<file path="config.mk">
export PLATFORM = sky130hd
export DESIGN_NAME = http_response_header_scanner_top
export DESIGN_NICKNAME = d
export VERILOG_FILES = /design/src/hrs_pkg.sv /design/src/hrs_parser.sv /design/src/http_response_header_scanner_top.sv
export SDC_FILE = /design/constraint.sdc
export NUM_CORES = 1
export LEC_CHECK = 0
export BUFFER_PORTS_ARGS = -buffer_cell sky130_fd_sc_hd__buf_2
export CORE_ASPECT_RATIO = 1.25
export CORE_UTILIZATION = 46
export DETAILED_ROUTE_END_ITERATION = 8
export PLACE_DENSITY = 0.7
export RECOVER_POWER = 25
export SETUP_SLACK_MARGIN = 0.2
export SYNTH_ARGS = -nofsm -noshare
export SYNTH_HDL_FRONTEND = slang
export SYNTH_HIERARCHICAL = 1
export SYNTH_SLANG_ARGS = --single-unit
export TNS_END_PERCENT = 5
</file>
<file path="constraint.sdc">
create_clock -name clk -period 4.7 [get_ports clk]
set_input_delay 0.235 -clock clk [delete_from_list [all_inputs] [get_ports clk]]
set_output_delay 0.235 -clock clk [all_outputs]
set_load 0.01 [all_outputs]
</file>
<file path="src/hrs_pkg.sv">
// ----------------------------------------------------------------------------
// hrs_pkg
// Shared types and constants for the HTTP response header scanner.
// ----------------------------------------------------------------------------
package hrs_pkg;

  // one received byte, or the end of the connection
  typedef struct packed {
    logic [7:0] data_byte;
    logic       stream_end;
  } in_t;

  // one header result
  typedef struct packed {
    logic [15:0] status_code;
    logic [30:0] body_length;
  } out_t;

  // where the scanner stands inside the current line
  typedef enum logic [1:0] {
    PH_FIRST  = 2'd0,
    PH_NUMBER = 2'd1,
    PH_REST   = 2'd2,
    PH_SKIPLF = 2'd3
  } phase_t;

  // what the parser hands to the output stage for one transfer
  typedef struct packed {
    logic        emit;
    logic [15:0] status;
    logic [30:0] length;
  } emit_t;

  localparam logic [7:0]  CH_CR      = 8'd13;
  localparam logic [7:0]  CH_SPACE   = 8'd32;
  localparam logic [7:0]  CH_ZERO    = 8'd48;
  localparam logic [7:0]  CH_NINE    = 8'd57;
  localparam logic [30:0] NUM_MAX    = 31'h7FFF_FFFF;
  localparam logic [15:0] STATUS_MAX = 16'hFFFF;

  // keyword candidate bits
  localparam logic [1:0] CAND_STATUS = 2'b01;
  localparam logic [1:0] CAND_LENGTH = 2'b10;
  localparam logic [1:0] CAND_BOTH   = 2'b11;
  localparam logic [1:0] CAND_NONE   = 2'b00;

  localparam logic [3:0] KW_STATUS_LEN = 4'd8;
  localparam logic [3:0] KW_LENGTH_LEN = 4'd15;

  // "HTTP/1.1"
  localparam logic [7:0] KW_STATUS [8] = '{
    8'h48, 8'h54, 8'h54, 8'h50, 8'h2F, 8'h31, 8'h2E, 8'h31
  };

  // "Content-Length:"
  localparam logic [7:0] KW_LENGTH [15] = '{
    8'h43, 8'h6F, 8'h6E, 8'h74, 8'h65, 8'h6E, 8'h74, 8'h2D,
    8'h4C, 8'h65, 8'h6E, 8'h67, 8'h74, 8'h68, 8'h3A
  };

endpackage

</file>
<file path="src/hrs_parser.sv">
// ----------------------------------------------------------------------------
// hrs_parser
// Line state, keyword match and number accumulation, one byte per transfer.
// ----------------------------------------------------------------------------
module hrs_parser (
  input  logic           clk,
  input  logic           rst,
  input  logic           accept,
  input  hrs_pkg::in_t   item,
  output hrs_pkg::emit_t rsl
);

  hrs_pkg::phase_t phase, phase_next;
  logic [3:0]      pos, pos_next;
  logic [1:0]      mask, mask_next;
  logic            has_bytes, has_bytes_next;
  logic [30:0]     acc, acc_next;
  logic [15:0]     status, status_next;
  logic [30:0]     length, length_next;

  logic [1:0]  hit;
  logic        fin_commit;
  logic [1:0]  fin_mask;
  logic [30:0] fin_acc;
  logic        commit_en;
  logic [1:0]  commit_mask;
  logic [30:0] commit_acc;
  logic        fail_status, fail_length;
  logic [1:0]  mask_after;
  logic        is_digit;
  logic [34:0] acc_x10;
  logic [30:0] acc_sat;
  logic        emit;

  // keyword that the first word has fully matched
  always_comb begin
    if (mask[0] && pos == hrs_pkg::KW_STATUS_LEN) begin
      hit = hrs_pkg::CAND_STATUS;
    end else if (mask[1] && pos == hrs_pkg::KW_LENGTH_LEN) begin
      hit = hrs_pkg::CAND_LENGTH;
    end else begin
      hit = hrs_pkg::CAND_NONE;
    end
  end

  // finishing a line: commit the number or an empty keyword value
  assign fin_commit = (phase == hrs_pkg::PH_NUMBER) ||
                      (phase == hrs_pkg::PH_FIRST && hit != hrs_pkg::CAND_NONE);
  assign fin_mask   = (phase == hrs_pkg::PH_NUMBER) ? mask : hit;
  assign fin_acc    = (phase == hrs_pkg::PH_NUMBER) ? acc : '0;

  // keyword compare for a first-word byte
  assign fail_status = (pos >= hrs_pkg::KW_STATUS_LEN) ||
                       (hrs_pkg::KW_STATUS[pos[2:0]] != item.data_byte);
  assign fail_length = (pos >= hrs_pkg::KW_LENGTH_LEN) ||
                       (hrs_pkg::KW_LENGTH[(pos < hrs_pkg::KW_LENGTH_LEN) ? pos : 4'd0]
                        != item.data_byte);
  assign mask_after  = mask & {~fail_length, ~fail_status};

  // decimal accumulate with saturation
  assign is_digit = (item.data_byte >= hrs_pkg::CH_ZERO) &&
                    (item.data_byte <= hrs_pkg::CH_NINE);
  assign acc_x10  = {1'b0, acc, 3'b000} + {3'b000, acc, 1'b0} +
                    {31'd0, 4'(item.data_byte - hrs_pkg::CH_ZERO)};
  assign acc_sat  = (acc_x10 > {4'd0, hrs_pkg::NUM_MAX}) ? hrs_pkg::NUM_MAX
                                                        : acc_x10[30:0];

  // next state for one accepted byte
  always_comb begin
    phase_next     = phase;
    pos_next       = pos;
    mask_next      = mask;
    has_bytes_next = has_bytes;
    acc_next       = acc;
    commit_en      = 1'b0;
    commit_mask    = mask;
    commit_acc     = acc;
    emit           = 1'b0;
    if (accept) begin
      if (item.stream_end) begin
        commit_en      = fin_commit;
        commit_mask    = fin_mask;
        commit_acc     = fin_acc;
        emit           = 1'b1;
        phase_next     = hrs_pkg::PH_FIRST;
        pos_next       = '0;
        mask_next      = hrs_pkg::CAND_BOTH;
        has_bytes_next = 1'b0;
        acc_next       = '0;
      end else if (phase == hrs_pkg::PH_SKIPLF) begin
        phase_next = hrs_pkg::PH_FIRST;
      end else if (item.data_byte == hrs_pkg::CH_CR) begin
        commit_en      = fin_commit;
        commit_mask    = fin_mask;
        commit_acc     = fin_acc;
        emit           = !has_bytes;
        phase_next     = hrs_pkg::PH_SKIPLF;
        pos_next       = '0;
        mask_next      = hrs_pkg::CAND_BOTH;
        has_bytes_next = 1'b0;
        acc_next       = '0;
      end else begin
        has_bytes_next = 1'b1;
        unique case (phase)
          hrs_pkg::PH_FIRST: begin
            if (item.data_byte == hrs_pkg::CH_SPACE) begin
              if (hit != hrs_pkg::CAND_NONE) begin
                mask_next  = hit;
                acc_next   = '0;
                phase_next = hrs_pkg::PH_NUMBER;
              end else begin
                phase_next = hrs_pkg::PH_REST;
              end
            end else begin
              mask_next = mask_after;
              if (mask_after == hrs_pkg::CAND_NONE) begin
                phase_next = hrs_pkg::PH_REST;
              end else begin
                pos_next = pos + 4'd1;
              end
            end
          end
          hrs_pkg::PH_NUMBER: begin
            if (is_digit) begin
              acc_next = acc_sat;
            end else begin
              commit_en  = 1'b1;
              phase_next = hrs_pkg::PH_REST;
            end
          end
          hrs_pkg::PH_REST, hrs_pkg::PH_SKIPLF: begin
            phase_next = hrs_pkg::PH_REST;
          end
        endcase
      end
    end
  end

  // commit into the stored values
  always_comb begin
    status_next = status;
    length_next = length;
    if (commit_en && commit_mask[0]) begin
      status_next = (commit_acc > {15'd0, hrs_pkg::STATUS_MAX}) ? hrs_pkg::STATUS_MAX
                                                               : commit_acc[15:0];
    end else if (commit_en && commit_mask[1]) begin
      length_next = commit_acc;
    end
  end

  // state registers
  always_ff @(posedge clk) begin
    if (rst) begin
      phase     <= hrs_pkg::PH_FIRST;
      pos       <= '0;
      mask      <= hrs_pkg::CAND_BOTH;
      has_bytes <= 1'b0;
      acc       <= '0;
      status    <= '0;
      length    <= '0;
    end else begin
      phase     <= phase_next;
      pos       <= pos_next;
      mask      <= mask_next;
      has_bytes <= has_bytes_next;
      acc       <= acc_next;
      status    <= status_next;
      length    <= length_next;
    end
  end

  assign rsl.emit   = emit;
  assign rsl.status = status_next;
  assign rsl.length = length_next;

`ifndef ASSERT_OFF
  // a number is only read for exactly one keyword
  a_number_one_keyword: assert property (@(posedge clk) disable iff (rst)
    phase == hrs_pkg::PH_NUMBER |-> $onehot(mask))
    else $error("number phase without a single keyword");

  // an untouched line starts from a clean match state
  a_empty_line_clean: assert property (@(posedge clk) disable iff (rst)
    !has_bytes |-> (pos == 4'd0 && mask == hrs_pkg::CAND_BOTH && acc == 31'd0))
    else $error("empty line with stale match state");

  // the number phase is only reached after bytes of the line
  a_number_has_bytes: assert property (@(posedge clk) disable iff (rst)
    phase == hrs_pkg::PH_NUMBER |-> has_bytes)
    else $error("number phase on an empty line");
`endif

endmodule

</file>
<file path="src/http_response_header_scanner_top.sv">
// ----------------------------------------------------------------------------
// http_response_header_scanner_top
// Scans HTTP response bytes and reports status code and content length.
// ----------------------------------------------------------------------------
// Usage:
//   byte channel: one response byte per transfer (byte_data.data_byte), or a
//   transfer with byte_data.stream_end set when the connection closes.
//   result channel: one transfer per finished header (empty line or stream
//   end) carrying the stored status code and content length.
// Throughput: one byte per cycle while byte_stall is low; the scanner state is updated in the cycle
//   of the transfer by a single pass of logic ahead of the state registers.
// Result: result_valid is set in the cycle after the byte that ends the
//   header.
// Stall: results sit in a one-entry output register; byte_stall rises only
//   while that register is full and result_stall holds it, and clears in the
//   cycle the result is taken, so bytes keep flowing back to back.
// Reset: rst is synchronous; it clears the line state, both stored values
//   and result_valid; the result_data payload is not reset.
// ----------------------------------------------------------------------------
module http_response_header_scanner_top (
  input  logic          clk,
  input  logic          rst,
  input  logic          byte_valid,
  output logic          byte_stall,
  input  hrs_pkg::in_t  byte_data,
  output logic          result_valid,
  input  logic          result_stall,
  output hrs_pkg::out_t result_data
);

  logic           accept;
  hrs_pkg::emit_t rsl;

  // input transfer
  assign byte_stall = result_valid && result_stall;
  assign accept     = byte_valid && !byte_stall;

  hrs_parser u_parser (
    .clk    (clk),
    .rst    (rst),
    .accept (accept),
    .item   (byte_data),
    .rsl    (rsl)
  );

  // output register
  always_ff @(posedge clk) begin
    if (rst) begin
      result_valid <= 1'b0;
    end else if (rsl.emit) begin
      result_valid <= 1'b1;
    end else if (!result_stall) begin
      result_valid <= 1'b0;
    end
  end

  // result payload
  always_ff @(posedge clk) begin
    if (rsl.emit) begin
      result_data.status_code <= rsl.status;
      result_data.body_length <= rsl.length;
    end
  end

`ifndef ASSERT_OFF
  // bytes are held back only by a waiting result
  a_stall_needs_result: assert property (@(posedge clk) disable iff (rst)
    byte_stall |-> result_valid)
    else $error("byte stall without pending result");

  // a header end always shows a result next cycle
  a_emit_shows: assert property (@(posedge clk) disable iff (rst)
    rsl.emit |=> result_valid)
    else $error("result lost");

  // a taken result without a new one leaves the register empty
  a_taken_clears: assert property (@(posedge clk) disable iff (rst)
    (result_valid && !result_stall && !rsl.emit) |=> !result_valid)
    else $error("result repeated");
`endif

endmodule
</file>
* After elaboration in Yosys (flattened, before gate mapping) *
Memories as Yosys holds them, arrays and structs flattened.
Index checks and enable logic that the tools add are counted.

word-level totals
  register bits after elaboration = 135
  bits in latches = 0
  memory bits (writable) = 0
  bits in read-only memories = 192
  input bits = 13
  memories = 2

cells by class
  add/subtract/negate cells = 4
  multiply operators = 0
  divide/modulo/power cells = 0
  $lt $le $gt $ge = 9
  equality and inequality tests = 19
  shift operators = 0
  muxes and demuxes = 64
  bitwise logic cells = 5
  reduce and logical (&&, ||, !) cells = 24

memory list
  name             words  bits a word  read ports  clocked after memory_dff  wr ports  line              source
  (no name shown)  16     8            1           0                         0         hrs_parser.sv:56  (hrs_pkg::KW_LENGTH[(pos < hrs_pkg::KW_LENGTH_LEN) ? pos : 4'd0]
  (no name shown)  8      8            1           0                         0         hrs_parser.sv:54  (hrs_pkg::KW_STATUS[pos[2:0]] != item.data_byte);

operators with widths
  kind                                                             number
  two-way mux 31 bit                                               14
  case mux 31 bit (2 select lines)                                 1
  two-way mux 2 bit                                                20
  adder 34 x 32 -> 35 bit                                          1
  adder 35 x 4 -> 35 bit                                           1
  greater-than comparator 35 x 31 -> 1 bit, second input constant  1
  two-way mux 16 bit                                               2
  two-way mux 8 bit                                                4
  greater-than comparator 31 x 16 -> 1 bit, second input constant  1
  two-way mux 4 bit                                                7
  inequality test 8 bit                                            2
  two-way mux 1 bit                                                15
  >= comparator 4 bit, second input constant                       3
  == test 4 bit, second input constant                             2
  == test 8 x 4 -> 1 bit, second input constant                    1
  == test 8 x 6 -> 1 bit, second input constant                    1
  >= comparator 8 x 6 -> 1 bit, second input constant              1
  <= comparator 8 x 6 -> 1 bit, second input constant              1
  logical AND 1 bit                                                8
  inequality test 4 x 3 -> 1 bit, second input constant            2
  inequality test 4 bit, second input constant                     2
  inequality test 3 x 2 -> 1 bit, second input constant            2
  inequality test 6 bit, second input constant                     1
  case mux 2 bit (3 select lines)                                  1
  25 further kinds                                                 31

* Longest topological paths before layout *
Gate-level depths: netlist (run 1).

  depth in word-level cells = 17
  gate-level depth with buffers = 15
  gate-level depth less buffers = 14

* By module *
The synthesis (run 1) kept the hierarchy.

modules (own cells, without submodules)
  module                            instances  cells each  area each (sq um)  sequential area each (sq um)
  hrs_parser                        1          790         6531.3             1741.7
  http_response_header_scanner_top  1          52          1457.6             1431.4

* Worst setup path before layout (run 1) *
No wires, ideal clock.

  path kind = in2reg
  from = input port byte_data[4] (netlist bit)
  to = register u_parser.acc[1]
  setup time = 0.122 ns
  data arrival time = 3.262 ns
  path slack = 1.316 ns
  cell stages on the path = 14
  path buffers = 2
  path through = clkbuf_1 inv_1 fa_1 fa_1 nand2b_1 a21oi_1 o21ai_1 a21boi_1 a221o_1 a311oi_2 mux2i_1 a21boi_2 buf_2 a221o_1

on the way
  longest elaborated chain between the ends = 9

ends and longest elaborated chain
  what                                      line                                    source
  from (decl)                               http_response_header_scanner_top.sv:25  input hrs_pkg::in_t byte_data,
  subtractor 4 x 1 -> 4 bit                 hrs_parser.sv:64                        {31'd0, 4'(item.data_byte - hrs_pkg::CH_ZERO)};
  adder 35 x 4 -> 35 bit                    hrs_parser.sv:63                        assign acc_x10 = {1'b0, acc, 3'b000} + {3'b000, acc, 1'b0} +
  greater-than comparator 35 x 31 -> 1 bit  hrs_parser.sv:65                        assign acc_sat = (acc_x10 > {4'd0, hrs_pkg::NUM_MAX}) ? hrs_pkg::NUM_MAX
  two-way mux 31 bit                        hrs_parser.sv:65
  two-way mux 31 bit                        hrs_parser.sv:124                       if (is_digit) begin
  case mux 31 bit (2 select lines)          hrs_parser.sv:104                       unique case (phase)
  two-way mux 31 bit                        hrs_parser.sv:92                        end else if (item.data_byte == hrs_pkg::CH_CR) begin
  two-way mux 31 bit                        hrs_parser.sv:90                        end else if (phase == hrs_pkg::PH_SKIPLF) begin
  two-way mux 31 bit                        hrs_parser.sv:80                        if (item.stream_end) begin
  to (signal assigned)                      hrs_parser.sv:166                       acc <= acc_next;
  to (decl)                                 hrs_parser.sv:17                        logic [30:0] acc, acc_next;

Parallel ways exist; a longest one is shown, timed or not. The select of a mux whose other input is x is not followed.
A chain may end at the register's enable or synchronous reset.

* Worst setup path after layout (run 1) *
  from = register u_parser.acc[0]
  to = register u_parser.acc[0]

on the way
  longest elaborated chain between the ends = 9

ends and longest elaborated chain
  what                                      line
  adder 34 x 32 -> 35 bit                   hrs_parser.sv:63
  adder 35 x 4 -> 35 bit                    hrs_parser.sv:63
  greater-than comparator 35 x 31 -> 1 bit  hrs_parser.sv:65
  two-way mux 31 bit                        hrs_parser.sv:65
  two-way mux 31 bit                        hrs_parser.sv:124
  case mux 31 bit (2 select lines)          hrs_parser.sv:104
  two-way mux 31 bit                        hrs_parser.sv:92
  two-way mux 31 bit                        hrs_parser.sv:90
  two-way mux 31 bit                        hrs_parser.sv:80

Every way passes these cells. The select of a mux whose other input is x is not followed.

==> out/results.ini, run 1 <==
[status]
status=finished clean

[setup_path]
cp_data_arrival_time_ns=3.92
worst-path-max-fanout=11
setup.worst_path.start=u_parser/acc[0]
max_stage_delay_ns=0.52
cp.required_ns=5.00
end_kind=flop
worstReg2RegStart=u_parser/acc[0]
critPathKind=reg2reg
worst-path-buf-inv=2
crit_chain=inv_1 -> fa_1 -> fa_1 -> nand2b_1 -> a21oi_1 -> o21ai_1 -> a21boi_1 -> a221o_1 -> a311oi_2 -> mux2i_1 -> a21boi_2 -> buf_4 -> a221o_1
cp_top_family=compound AO/OA/AOI/OAI gates
worstSetupStartpointType=flop
slowest_stage=fa_1

[sta]
setup-violations-final=0
rsz0062_at_grt=false
finClkSkew_ns=0.009332
maxSlewHeadroom_pct=29.03
period_share_pct=77.09
fin_tns_setup_ns=0
period_needed_ns=3.623
maxSlewViolCount=0
worst_slew_pin_slew_ns=1.065
fmax_mhz=276.0
fin_ws_ns=1.077
hold_viol_final=0

[finish]
n_antenna_cell=0
multiInputGateArea_sq_um=4408
final_core_util_pct=53.05
num-fill-cells=1579
final_area_sq_um=8971
nNetsFinal=970
area_growth_pct=12.29
ff_latch_area_sq_um=3173
drive_above_1_share_pct=10.90

[die]
die_h_um=149.3
coreArea_sq_um=16910
die-area_sq_um=17900
fp.dieW_um=119.9
io_pins=62
initial_utilization_pct=47.24
fp-row-count=53

[detailed_routing]
vias=6269
wl_mm=16.97
wl_per_cell_um=15.17
drt.antenna.violating_nets=0
dr.pass1.iters=5
drc_errors=0
via_per_inst=5.602
drt_iter0_drc=422

[cts]
post_cts_buffers=0
htreeDepth=4
cts_max_path_buffers=2
cts-root-buf=clkbuf_16
cts_tree=built
clkSlewWorstSetupHoldPaths_ns=0.06
cts-hold-fix-buffers=0
cts_resized=0
cts_buffers=17
insertion_delay_ns=0.42
clock-sinks=135

[placed_design]
io_buffer_count=61
postPlaceCellArea_sq_um=8423
dp_hpwl_mm=11.73
post-place-ws_ns=1.031
place.gp.congestion=0.8659

[hold_path]
worstHoldStart=result_stall
min_path_type=in2reg

[synthesis]
yosys_warnings=6
netlist_instances=842
yosys.cell_types.count=69
syn_area_sq_um=7989
yosysSeqAreaShare_pct=39.72
syn_nets=926
synthArstFlopShare_pct=0
ys_seq_elements=135
synth_ff_type=dfxtp_1
synth_area_per_cell_sq_um=9.488
synth_edf_count=47

[global_routing]
grt_max_degree=63
antenna_found_initial=0
grt_pass1_vias=5974
grt_pass1_wl_mm=28.39
grt_use_total_pct=19.80
gr-total-overflow=0

[pwr]
p_per_area_nw_per_um2=303.2
ir_drop_uv=213.3
leakagePower_nw=3.875

[run]
drv_cap=0

[worst min-delay path, delay by kind of cell]
kind / cells / cell delay (ns)
AO/OA/AOI/OAI: 1 / 0.06
buffers and inverters: 1 / 0.08
AND/OR/NAND/NOR: 1 / 0.07
[cells in the mapped netlist (28+ instances only)]
master | n | area [sq um]
clkbuf_1 | 28 | 105.1
a21oi_1 | 60 | 300.3
nor2_1 | 38 | 142.6
o21ai_2 | 29 | 254.0
xnor2_1 | 30 | 262.8
and2b_1 | 28 | 210.2
ha_1 | 69 | 863.3
edfxtp_1 | 47 | 1411
inv_1 | 50 | 187.7
nand2_1 | 32 | 120.1
nand2b_1 | 32 | 200.2
o21ai_0 | 45 | 225.2
nand3_1 | 44 | 220.2
dfxtp_1 | 88 | 1762
[cell families (layout without fill, tap and decap cells)]
group	count (synthesis)	count (layout)	synth area share [%]
simple gates	265	265	19.11
buf+inv	96	153	5.262
xor+xnor	40	40	4.385
mux	3	3	0.5325
compound gates	232	232	19.69
flops	135	135	39.72
fa+ha+maj	71	71	11.31
[cell type report]
| cell class | instances | area share [%] |
|---|---|---|
| repair buffers | 69 | 3.389 |
| clock buffers | 17 | 4.742 |
| multi-input cells | 611 | 49.14 |
| clock inverters | 15 | 2.120 |
| inverters | 52 | 2.176 |
| flip-flops and latches | 135 | 35.37 |
| well taps | 220 | 3.068 |
[state kept, by name (all words and copies together), names as in the netlist]
name	count
u_parser/mask	2
u_parser/has_bytes	1
u_parser/pos	4
u_parser/acc	31
result_data	47
u_parser/status	16
result_valid	1
u_parser/length	31
u_parser/phase	2
[report_power, final]
part	switching, mW	internal [mW]	leakage (nW)
logic	0.0748	0.0333	2.42
registers	0.00697	1.22	1.17
clock network	0.536	0.846	0.293
total	0.618	2.10	3.87
[metal layers]
metal / vias up / GRT usage [%] / wire length, um / share of wire [%]
met2: 134 / 35.17 / 8533 / 50
met3: 34 / 3.287 / 616 / 3.6
met4: 0 / 8.313 / 356 / 2.1
met1: 2980 / 23.49 / 7465 / 44
li1: 3121 / - / - / -
met5: - / 0 / 0 / 0
[stage by stage]
stage / power [mW] / cells / hold slack [ns]
global placement: 1.366 / 1087 / 0.4489
CTS: 2.748 / 1119 / 0.05495
finish: 2.720 / 1119 / 0.06090
floorplan: 1.326 / 842 / 0.3074
detailed placement: 1.368 / 1087 / 0.4630
global route: 2.811 / 1119 / 0.08296
[placed cells by master (no fill, tap or decap), types with 6 or more instances in the layout]
cell,n
buf_4,8
a31oi_1,8
buf_2,12
a211o_1,8
o21a_1,9
ha_1,69
clkbuf_16,17
nand2b_1,32
nor2_1,38
inv_1,50
a21oi_1,60
nand3_1,44
nor2b_1,28
a221o_1,7
nand2_1,32
xnor2_1,30
edfxtp_1,47
o21ai_0,45
and2b_1,28
a21o_1,13
clkbuf_1,49
a22oi_1,22
and3_1,6
nand4_1,6
dfxtp_1,88
o21ai_2,29
xor2_1,10
and2_1,6
nor3_1,15
[worst paths after layout]
kind                         to  slack, ns  depth (start not counted)
max             u_parser/acc[0]       1.08                         13
min                result_valid       0.06                          3
max reg2reg     u_parser/acc[0]       1.08                         13
min reg2reg  u_parser/has_bytes       0.48                          1
(Power assumes the default switching activity.)
==> inputs of run 2 (changes only) <==
--- a/config.mk
+++ b/config.mk
@@ -9,7 +9,7 @@
 export CORE_ASPECT_RATIO = 1.25
 export CORE_UTILIZATION = 46
 export DETAILED_ROUTE_END_ITERATION = 8
-export PLACE_DENSITY = 0.7
+export PLACE_DENSITY = 0.72
 export RECOVER_POWER = 25
 export SETUP_SLACK_MARGIN = 0.2
 export SYNTH_ARGS = -nofsm -noshare
==> constraint.sdc (replaced) <==
create_clock -name clk -period 2.97 [get_ports clk]
set_input_delay 0.1485 -clock clk [delete_from_list [all_inputs] [get_ports clk]]
set_output_delay 0.1485 -clock clk [all_outputs]
set_load 0.01 [all_outputs]
==> run 2 against run 1 <==
The run now ends with setup timing left. Fmax grew 16%. Cell area grew 12%. Sequential share of layout area is 3.5 points lower. Wire length is 8.9% higher. Worst setup slack got worse by 1.2 ns. Critical endpoint is now u_parser/acc[1]. Clock-buffer cell count unchanged. Largest cell class unchanged. Critical path depth grew 1. First-iteration DRC count shrank 10%. Die area did not move. Sequential power grew 58%.
==> out/results.ini, run 2 (same netlist as run 1, synthesis figures left out) <==
[status]
status=complete, but fails checks
violations=setup timing

[finish]
multiInputGateArea_sq_um=4639
top_register=result_data
layout_commonest_cell=buf_4
ff_latch_area_sq_um=3187
reg_top3=result_data (47), u_parser/acc (31), u_parser/length (31)
n_antenna_cell=0
nNetsFinal=1067
area_growth_pct=25.29
num-fill-cells=1487
final_cell_mix=buf_4 (99), dfxtp_1 (79), ha_1 (65)
drive_above_1_share_pct=24.20
largest_reg_flops=47

[hold_path]
min_path_type=in2reg
min_path_cells=2

[sta]
maxSlewViolCount=0
finClkSkew_ns=0.01063
period_share_pct=104.9
fmax_mhz=320.8
worst_slew_pin_slew_ns=1.202
period_needed_ns=3.117
hold_viol_final=0
fin_ws_ns=-0.1469
rsz0062_at_grt=true
setup-violations-final=31
maxSlewHeadroom_pct=19.59

[cts]
htreeDepth=4
insertion_delay_ns=0.42
cts-root-buf=clkbuf_16
clkSlewWorstSetupHoldPaths_ns=0.06
cts_max_path_buffers=2
cts_tree=built
clock-sinks=135
cts_buffers=17

[die]
initial_utilization_pct=47.24
die-area_sq_um=17900
fp.dieW_um=119.9
die_h_um=149.3
io_pins=62
fp-row-count=53
coreArea_sq_um=16910

[detailed_routing]
drc_errors=0
drt_iter0_drc=379
dr.pass1.iters=5
drt.antenna.violating_nets=0
vias=6669
wl_mm=18.49
wl_per_cell_um=15.20
via_per_inst=5.484

[global_routing]
grt_pass1_vias=6768
antenna_found_initial=0
grt_max_degree=36
grt_use_total_pct=21.80
grt_pass1_wl_mm=31.43
gr-total-overflow=0

[setup_path]
worst-path-max-fanout=20
critPathKind=reg2reg
end_kind=flop
r2r_cells=14
worstSetupStartpointType=flop
cp.required_ns=3.27
cp_data_arrival_time_ns=3.41

[placed_design]
post-place-ws_ns=-0.2138
dp_hpwl_mm=13.33
place.gp.congestion=0.9219
io_buffer_count=61

[pwr]
finalPower_mw=4.328
leakagePower_nw=4.427
ir_drop_uv=343.4
p_per_area_nw_per_um2=432.4

[run]
drv_cap=0

run 2: changes by cell type in the layout (fill, tap and decap cells not counted), sizes merged:
cell and change:
clkinvlp +1, buf +96, clkinv -2, inv +1, dlygate4sd3 +1
run 2: power breakdown:
part	leakage (nW)	total [mW]	switching, mW	internal [mW]
combinational	2.97	0.187	0.124	0.0634
sequential	1.17	1.94	0.0113	1.93
clock	0.288	2.20	0.856	1.34
run 2: critical path, cell delays in order, from the launching register on:
cell and delay (ns):
dfxtp_1 0.32, ha_1 0.29, ha_1 0.23, inv_1 0.10, fa_2 0.21, nand2b_4 0.14
a21oi_4 0.07, o21ai_2 0.16, a21boi_2 0.08, a221o_1 0.36, a311oi_2 0.25, mux2i_1 0.24
a21boi_2 0.10, buf_12 0.16, a221o_1 0.27
run 2: final cells by class:
type,count,share of cell area [%]
sequential,135,31.84
inverter,52,1.950
multi-input combinational,611,46.35
tap,220,2.750
timing repair buffer,166,10.96
clock inverter,15,1.900
clock buffer,17,4.250
run 2: per-layer routing:
metal | GRT usage (%) | routed length [um] | share of wire, % | vias up
met5 | 0 | 0 | 0 | -
met4 | 10.13 | 506 | 2.7 | 0
met3 | 3.708 | 558 | 3.0 | 44
met2 | 39.25 | 9705 | 52 | 124
met1 | 24.99 | 7716 | 42 | 3187
li1 | - | - | - | 3314
run 2: timing repair:
action                     CTS  global route
setup endpoints to repair   33            40
pin swaps                    1            17
hold buffers                 1             0
cloned                       0             0
hold endpoints to repair     1             0
resized for setup            7            38
buffers inserted             0             1
run 2: through the flow:
stage,hold WS [ns],cell area (sq um),cells,setup TNS [ns],util [%]
finish,0.08998,10010,1216,-1.904,59.19
global route,0.1169,10010,1216,-7.421,59.19
CTS,0.06071,9917,1215,-2.647,58.65
detailed placement,0.4123,9255,1182,-3.904,54.73
global placement,0.4017,9255,1182,-1.452,54.73
floorplan,0.2209,8055,842,-0.007498,-
run 2: path summary, 6_finish.rpt:
check | slack [ns] | start | to
worst min-delay path | 0.09 | byte_data[1] | u_parser/acc[0]
worst min register to register | 0.47 | u_parser/has_bytes | u_parser/has_bytes
worst max register to register | -0.15 | u_parser/acc[1] | u_parser/acc[1]
worst max-delay path | -0.15 | u_parser/acc[1] | u_parser/acc[1]
==> inputs of run 3 (changes only) <==
--- a/config.mk
+++ b/config.mk
@@ -7,9 +7,9 @@
 export LEC_CHECK = 0
 export BUFFER_PORTS_ARGS = -buffer_cell sky130_fd_sc_hd__buf_2
 export CORE_ASPECT_RATIO = 1.25
-export CORE_UTILIZATION = 46
+export CORE_UTILIZATION = 45
 export DETAILED_ROUTE_END_ITERATION = 8
-export PLACE_DENSITY = 0.72
+export PLACE_DENSITY = 0.69
 export RECOVER_POWER = 25
 export SETUP_SLACK_MARGIN = 0.2
 export SYNTH_ARGS = -nofsm -noshare
==> constraint.sdc (replaced) <==
create_clock -name clk -period 3.81 [get_ports clk]
set_input_delay 0.1905 -clock clk [delete_from_list [all_inputs] [get_ports clk]]
set_output_delay 0.1905 -clock clk [all_outputs]
set_load 0.01 [all_outputs]
==> run 3 against run 2 <==
The flow now finishes without violations. Fmax shrank 7.7%. Via count fell by 6.5%. Clock power decreased by 26%. Critical path type unchanged. Combinational power decreased by 28%.
==> out/results.ini, run 3 (same netlist as run 1, synthesis figures left out) <==
[status]
status=finished clean

[pwr]
leakagePower_nw=3.880
ir_drop_uv=284.2
p_clk_share_pct=49.7
p_switching_uw=694.3
finalPower_mw=3.286
p_per_area_nw_per_um2=364.7
switching_share_pct=21.13
intPower_mw=2.591
seq_power_share_pct=46.2
combinationalPowerShare_pct=4.1

[finish]
final_cells=1127
final_core_util_pct=51.68
top_register=result_data
multiInputGateArea_sq_um=4427
n_antenna_cell=0
layout_commonest_cell=dfxtp_1
final_cell_mix=dfxtp_1 (87), ha_1 (69), a21oi_1 (59)
nNetsFinal=974
num-fill-cells=1632
drive_above_1_share_pct=11.18
reg_top3=result_data (47), u_parser/acc (31), u_parser/length (31)
area_growth_pct=12.76
largest_reg_flops=47
ff_latch_area_sq_um=3174

[global_routing]
grt_pass1_wl_mm=29.05
gr-total-overflow=0
grt_use_total_pct=19.97
antenna_found_initial=0
grt_max_degree=37
grt_pass1_vias=6009

[die]
fp-row-count=54
io_pins=62
coreArea_sq_um=17430
fp.dieW_um=121.2
die-area_sq_um=18290
die_h_um=151.0
initial_utilization_pct=45.83

[sta]
fmax_mhz=296.0
fin_tns_setup_ns=0
setup-violations-final=0
rsz0062_at_grt=true
maxSlewViolCount=0
maxSlewHeadroom_pct=34.59
worst_slew_pin_slew_ns=0.9730
period_share_pct=88.67
hold_viol_final=0
period_needed_ns=3.378
finClkSkew_ns=0.007564
fin_ws_ns=0.4315

[cts]
cts_buffers=17
htreeDepth=4
cts_max_path_buffers=2
clock-sinks=135
clkSlewWorstSetupHoldPaths_ns=0.06
cts_tree=built
insertion_delay_ns=0.42
cts-root-buf=clkbuf_16
post_cts_buffers=0

[detailed_routing]
wl_mm=17.28
drc_errors=0
drt.antenna.violating_nets=0
vias=6238
drt_iter0_drc=467
via_per_inst=5.535
wl_per_cell_um=15.33
dr.pass1.iters=5

[setup_path]
cp_data_arrival_time_ns=3.68
worstSetupStartpointType=flop
worst-path-max-fanout=23
end_kind=flop
ff2ff_setup_slack_ns=0.43
cp.required_ns=4.11
critPathKind=reg2reg

[placed_design]
io_buffer_count=61
place.gp.congestion=0.8959
dp.cells=1095
dp_hpwl_mm=12.22
post-place-ws_ns=0.3213

[run]
drv_cap=0

[hold_path]
min_path_type=in2reg

==> run 3: power by group through the flow <==
stage | clock (mW) | sequential [mW] | combinational (mW)
after floorplan | 0 | 1.56 | 0.0807
after global placement | 0 | 1.55 | 0.138
after detailed placement | 0 | 1.55 | 0.140
after CTS | 1.67 | 1.52 | 0.140
after global routing | 1.74 | 1.52 | 0.148
final | 1.63 | 1.52 | 0.134
==> run 3: through the flow <==
stage / area [sq um] / hold slack, ns
6_report: 9009 / 0.02320
4_1_cts: 9055 / 0.02201
3_3_place_gp: 8471 / 0.4463
2_1_floorplan: 7989 / 0.2629
5_1_grt: 9009 / 0.02877
3_5_place_dp: 8471 / 0.4574
==> run 3: cell type report <==
class	instances	share of cell area [%]
Multi-Input combinational cell	611	49.14
Sequential cell	135	35.24
Clock buffer	23	5.083
Timing Repair Buffer	73	3.861
Tap cell	224	3.111
Inverter	52	2.167
Clock inverter	9	1.403
==> run 3: what timing repair did <==
action                                  CTS  global route
resized for setup                         0             5
endpoints found under the setup margin    0            23
hold buffers                              0             0
==> run 3: final timing paths <==
check | startpoint | end | cells after the start
worst min-delay path | result_stall | result_valid | 3
worst min register to register | u_parser/has_bytes | u_parser/has_bytes | 1
worst max-delay path | u_parser/acc[2] | u_parser/acc[3] | 13
worst max register to register | u_parser/acc[2] | u_parser/acc[3] | 13
==> run 3: worst max-delay path: stages, from the launching register on <==
cell and delay, ns:
dfxtp_1 0.39, inv_1 0.08, fa_1 0.54, fa_1 0.20, nand2b_1 0.16, a21oi_2 0.09, o21ai_2 0.17, a21boi_1 0.11
a221o_1 0.39, a311oi_2 0.25, mux2i_2 0.30, a21boi_4 0.13, buf_12 0.18, a221o_1 0.27
==> run 3: routing by layer <==
metal / up-vias / track usage [%] / wire length [um]
met3: 27 / 3.012 / 461
li1: 3122 / - / -
met4: 0 / 8.333 / 393
met5: - / 0 / 0
met1: 2983 / 24.12 / 7526
met2: 106 / 35.23 / 8894
